<file path="config.mk">
export PLATFORM = sky130hd
export DESIGN_NAME = bmul_stage
export DESIGN_NICKNAME = d
export VERILOG_FILES = /design/src/hdl/booth_radix2_multiplier_defines.svh /design/src/hdl/bmul_pkg.sv /design/src/hdl/bmul_stage.sv
export SDC_FILE = /design/constraint.sdc
export NUM_CORES = 1
export LEC_CHECK = 0
export ABC_CLOCK_PERIOD_IN_PS = 5300
export BUFFER_PORTS_ARGS = -buffer_cell sky130_fd_sc_hd__buf_2
export CAP_MARGIN = 20
export CORE_ASPECT_RATIO = 1.75
export CORE_MARGIN = 2
export CORE_UTILIZATION = 51
export DETAILED_ROUTE_END_ITERATION = 12
export GPL_TIMING_DRIVEN = 0
export PLACE_DENSITY = 0.81
export SLEW_MARGIN = 20
export SYNTH_ARGS = -nofsm -noshare
export SYNTH_HDL_FRONTEND = slang
export SYNTH_SLANG_ARGS = --single-unit
</file>
<file path="constraint.sdc">
create_clock -name clk -period 5.3 [get_ports clk]
set_clock_uncertainty 0.1 [all_clocks]
set_input_delay 0.53 -clock clk [delete_from_list [all_inputs] [get_ports clk]]
set_output_delay 0.53 -clock clk [all_outputs]
set_load 0.005 [all_outputs]
</file>
<file path="src/hdl/booth_radix2_multiplier_defines.svh">
`ifndef BOOTH_RADIX2_MULTIPLIER_DEFINES_SVH
`define BOOTH_RADIX2_MULTIPLIER_DEFINES_SVH

// same-cycle implication, checking paused while rst_sig is high
`define BMUL_ASSERT_NOW(label, clk_sig, rst_sig, ante, cons, msg) \
  label: assert property (@(posedge clk_sig) disable iff (rst_sig) (ante) |-> (cons)) \
    else $error(msg);

// next-cycle implication, checking paused while rst_sig is high
`define BMUL_ASSERT_NEXT(label, clk_sig, rst_sig, ante, cons, msg) \
  label: assert property (@(posedge clk_sig) disable iff (rst_sig) (ante) |=> (cons)) \
    else $error(msg);

`endif

</file>
<file path="src/hdl/bmul_pkg.sv">
`timescale 1ns / 1ps

package bmul_pkg;

  localparam int OPERAND_WIDTH = 32;

  // booth recode pair {current bit, previous bit}
  localparam logic [1:0] BOOTH_ADD = 2'b01;
  localparam logic [1:0] BOOTH_SUB = 2'b10;

  typedef struct packed {
    logic [OPERAND_WIDTH:0]   upper;
    logic [OPERAND_WIDTH-1:0] lower;
    logic                     prev;
    logic [OPERAND_WIDTH-1:0] mcand;
  } booth_state_t;

endpackage

</file>
<file path="src/hdl/bmul_stage.sv">
`timescale 1ns / 1ps

module bmul_stage
  import bmul_pkg::*;
(
  input  logic         clk,
  input  logic         rst,
  input  logic         in_valid,
  output logic         in_ready,
  input  booth_state_t in_state,
  output logic         out_valid,
  input  logic         out_ready,
  output booth_state_t out_state
);

  logic [OPERAND_WIDTH+1:0] upper_ext;
  logic [OPERAND_WIDTH+1:0] mcand_ext;
  logic [OPERAND_WIDTH+1:0] sum;
  booth_state_t             state_next;

  assign upper_ext = {in_state.upper[OPERAND_WIDTH], in_state.upper};
  assign mcand_ext = {{2{in_state.mcand[OPERAND_WIDTH-1]}}, in_state.mcand};

  always_comb begin
    case ({in_state.lower[0], in_state.prev})
      BOOTH_ADD: sum = upper_ext + mcand_ext;
      BOOTH_SUB: sum = upper_ext - mcand_ext;
      default:   sum = upper_ext;
    endcase
  end

  // arithmetic right shift of the whole {upper, lower} word
  always_comb begin
    state_next.upper = sum[OPERAND_WIDTH+1:1];
    state_next.lower = {sum[0], in_state.lower[OPERAND_WIDTH-1:1]};
    state_next.prev  = in_state.lower[0];
    state_next.mcand = in_state.mcand;
  end

  assign in_ready = !out_valid || out_ready;

  always_ff @(posedge clk) begin
    if (rst) begin
      out_valid <= 1'b0;
    end else if (in_ready) begin
      out_valid <= in_valid;
    end
  end

  always_ff @(posedge clk) begin
    if (in_ready && in_valid) begin
      out_state <= state_next;
    end
  end

endmodule

</file>
## Word level (Yosys, flattened, before mapping)

Index checks and enable logic that the tools add are counted.

- Flip-flop bits (word level): 99
- Word-level logic and storage cells: 13
- Output and inout bits: 100

- Add/sub/neg operators: 2
- Multiplexer cells: 1
- Equal/unequal tests: 2
- Reductions and logical operators: 3

Operators with widths:

| operator | number |
|---|---|
| one-hot mux 34 bit (2 select lines) | 1 |
| adder 33 x 32 -> 34 bit | 1 |
| subtractor 33 x 32 -> 34 bit | 1 |
| equality test 2 x 1 -> 1 bit, second input constant | 1 |
| equality test 2 bit, second input constant | 1 |
| logical AND 1 bit | 1 |
| zero test 1 bit | 1 |
| logical OR 1 bit | 1 |

## Depth between registers and ports, before layout

- Word-level depth: 3
- Gate-level depth with buffers: 17
- Gate-level depth less buffers: 17

## Worst setup path after synthesis

No wires, ideal clock.

- Path kind: input to register
- Start point: input port in_state[8] in the netlist's numbering
- End point: register out_state[97] in the netlist's numbering (data pin)
- Setup slack: 1339 ps
- Setup time: 258 ps
- Arrival time: 3603 ps
- Cell stages on the path: 16
- Cells stage by stage: or4_4 nor3_4 and2_2 and4_1 and2_1 a21oi_1 xnor2_1 ha_1 and2_1 nand3_1 or2_1 o221ai_1 a211oi_1 o22ai_1 mux2i_1 xnor2_1

- Cells in the longest elaborated chain, start to end: 2

Ends and longest elaborated chain:

| element | line | source |
|---|---|---|
| start: declaration | bmul_stage.sv:10 | `input booth_state_t in_state,` |
| subtractor 33 x 32 -> 34 bit / adder 33 x 32 -> 34 bit (equally long branches) | bmul_stage.sv:27, bmul_stage.sv:26 |  |
| one-hot mux 34 bit (2 select lines) * | bmul_stage.sv:25 | `case ({in_state.lower[0], in_state.prev})` |
| named net sum[33] | bmul_stage.sv:18 | `logic [OPERAND_WIDTH+1:0] sum;` |
| end signal: assignment | bmul_stage.sv:52 | `out_state <= state_next;` |
| end: declaration | bmul_stage.sv:13 | `output booth_state_t out_state` |

Mark *: on every way through the listed nets, which the timed path passes. The rest lies on a longest branch.
A chain may end at the register's enable or synchronous reset.

## Worst setup path in the final report

Same ends and word-level chain as after synthesis.

==> results.yml <==
run_status:
  status: "finished clean"
sta:
  setup-violations-final: 0
  slew_headroom_pct: 53.27
  hold_violations: 0
  fmax_mhz: 223.6
  worst_hold_slack_ns: 0.2368
  setup_ws_ns: 0.8268
  drv_slew: 0
  worst_pin_slew_ns: 0.7010
  fin_tns_setup_ns: 0
  rsz0062_at_grt: "no"
  period_needed_ns: 4.473
  min_period_over_period_pct: 84.40
place:
  dpl.cell_count: 890
  dp_slack_ns: 0.5198
  place.gp.congestion: 0.8954
  dpl_cell_area_mm2: 0.007083
  dpl.hpwl_mm: 12.88
  port_buffers: 201
finish:
  fin_util_pct: 65.96
  nets: 907
  fill_cells: 890
  final_area_mm2: 0.007366
  multi_input_area_mm2: 0.002761
  drive_above_1_share_pct: 30.23
  syn2layout_area_growth_pct: 25.23
  fin_cells: 906
  final-seq-area_mm2: 0.002963
  n_antenna_cell: 0
worst_setup_path:
  reg2reg_from: "out_valid"
  slowest_stage: "or4_4"
  rr_worst_depth: 3
  path_class: "in -> reg"
  slowest_delay_ns: 0.56
  worstSetupStartpoint: "in_state[8]"
  crit_chain: "buf_2 > or4_4 > nor3_4 > and2_2 > and4_1 > and2_1 > a21oi_1 > xnor2_1 > ha_1 > and2_1 > nand3_1 > or2_1 > o221ai_1 > a211oi_1 > o22ai_1 > mux2i_1 > xnor2_1"
  r2r_setup_slack_ns: 3.58
  cp_max_fo: 7
  end_kind: "flop"
  start_kind: "primary input"
  cp_data_arrival_time_ns: 4.46
  crit_required_ns: 5.29
global_route:
  grt_pass1_vias: 5296
  grt_pass1_wl_mm: 25.39
  antenna_found_initial: 0
  grt_use_total_pct: 25.74
  grt_overflow: 0
  grt_max_degree: 66
synthesis:
  synth_fp_nets: 694
  ys_types: 56
  ys_top_cells_by_area: "edfxtp_1, ha_1, xnor2_1"
  synthesis.area_mm2: 0.005882
  yosysWarnings: 0
  synthTopCellsByCount: "edfxtp_1, nand2_1, a21oi_1, o21ai_0, xnor2_1"
  synthFlopType: "edfxtp_1"
  syn_avg_cell_area_um2: 10.58
  ys_seq_area_share_pct: 50.37
  yosys.area.top_type_share_pct: 50.03
  yosysMostFrequentCell: "edfxtp_1"
  synth_top_area_cell: "edfxtp_1"
  syn_inst: 556
  synth_edf_count: 98
  ys_ff_latch: 99
  synth-async-reset-ratio_pct: 0
routing:
  drt_iter0_drc: 249
  routed-via-count: 5112
  wire_per_inst_um: 17.79
  drt-pass1-iter-count: 8
  wl_mm: 16.12
  via_per_inst: 5.642
  drc_errors: 0
  ant_nets: 0
clock_network:
  clockBufferDepth: 2
  cts.sinks: 99
  clock_latency_ns: 0.34
  post_cts_buffers: 0
  cts_inserted_buffers: 9
  htree_levels: 3
  clock-root-buffer: "clkbuf_16"
  cts_tree: "built"
  clk_pin_slew_ns: 0.07
  cts_resized: 0
  cts_hold_buf: 0
floorplan:
  core_area_mm2: 0.01117
  die_y_um: 146.1
  ioPinCount: 202
  initial_core_util_pct: 52.67
  die-area_mm2: 0.01244
  die-width_um: 85.18
  num_rows: 51
power:
  power_density_mw_per_mm2: 301.1
  leakagePower_nw: 3.137
  ir_worst_vdd_mv: 0.2308
  p_total_mw: 2.218
job:
  cap_violations: 0
min_path:
  hold_path.class: "in -> reg"
  min_path_cells: 2
  hold_start: "rst"
==> worst paths after layout <==
| check | endpoint |
|---|---|
| worst max-delay path | out_state[97] |
| worst min register to register | out_valid |
| worst min-delay path | out_valid |
| worst max register to register | out_state[80] |
==> sequential cells by signal, summed over array words and instances (netlist names) <==
| signal | count |
|---|---|
| out_state | 98 |
| out_valid | 1 |
==> cells by family after synthesis <==
| logic type | share of synthesized area, % |
|---|---|
| AND/OR/NAND/NOR | 13.10 |
| adder cells (fa/ha/maj) | 7.786 |
| flip-flops | 50.37 |
| buffers and inverters | 2.723 |
| XOR/XNOR | 9.083 |
| multiplexers | 1.064 |
| AO/OA/AOI/OAI | 15.87 |
==> worst max-delay path: cells and delay by family <==
kind | cells | cell delay [ns]
xor+xnor | 2 | 0.31
fa+ha+maj | 1 | 0.40
simple gates | 8 | 2.25
compound gates | 4 | 0.59
buf+inv | 1 | 0.12
mux | 1 | 0.24
==> layer usage <==
metal	global-route usage [%]	vias to the layer above	part of all wire, %
li1	-	2482	-
met1	26.71	2382	35
met5	0	-	0
met2	49.45	218	55
met3	3.674	30	5.7
met4	11.43	0	3.7
==> cell usage in the layout (no fill, tap or decap), drive strengths merged, types with 2 or more instances in the layout <==
master | synthesis | routed
a21o | 8 | 8
ha | 35 | 35
clkinv | 0 | 2
clkbuf | 14 | 23
xor2 | 16 | 16
edfxtp | 98 | 98
inv | 20 | 24
a31oi | 10 | 10
o31ai | 3 | 3
a41oi | 2 | 2
o21a | 2 | 2
nor3 | 13 | 13
and3 | 5 | 5
xnor2 | 45 | 45
mux2 | 2 | 2
nor2 | 42 | 42
o21bai | 3 | 3
a211oi | 9 | 9
buf | 4 | 206
and2 | 9 | 9
nand2b | 4 | 4
a31o | 3 | 3
nand2 | 60 | 60
o221ai | 2 | 2
nor4 | 4 | 4
nor2b | 3 | 3
or2 | 2 | 2
o22ai | 2 | 2
nand3 | 10 | 10
a21oi | 52 | 52
nand4 | 4 | 4
o21ai | 51 | 51
mux2i | 4 | 4
==> layout make-up <==
class | instances | share of cell area [%]
flip-flops and latches | 99 | 40.22
multi-input cells | 419 | 37.49
repair buffers | 202 | 14.03
clock buffers | 9 | 3.058
well taps | 132 | 2.242
plain buffers | 18 | 1.155
inverters | 20 | 1.019
clock inverters | 7 | 0.7814
==> power by group <==
group / total, mW / switching, mW / internal, mW / leakage (nW)
logic: 0.625 / 0.364 / 0.261 / 2.04
clock network: 0.627 / 0.301 / 0.326 / 0.136
registers: 0.966 / 0.0162 / 0.950 / 0.960
total: 2.22 / 0.681 / 1.54 / 3.14
Power figures use the tool's default switching activity.
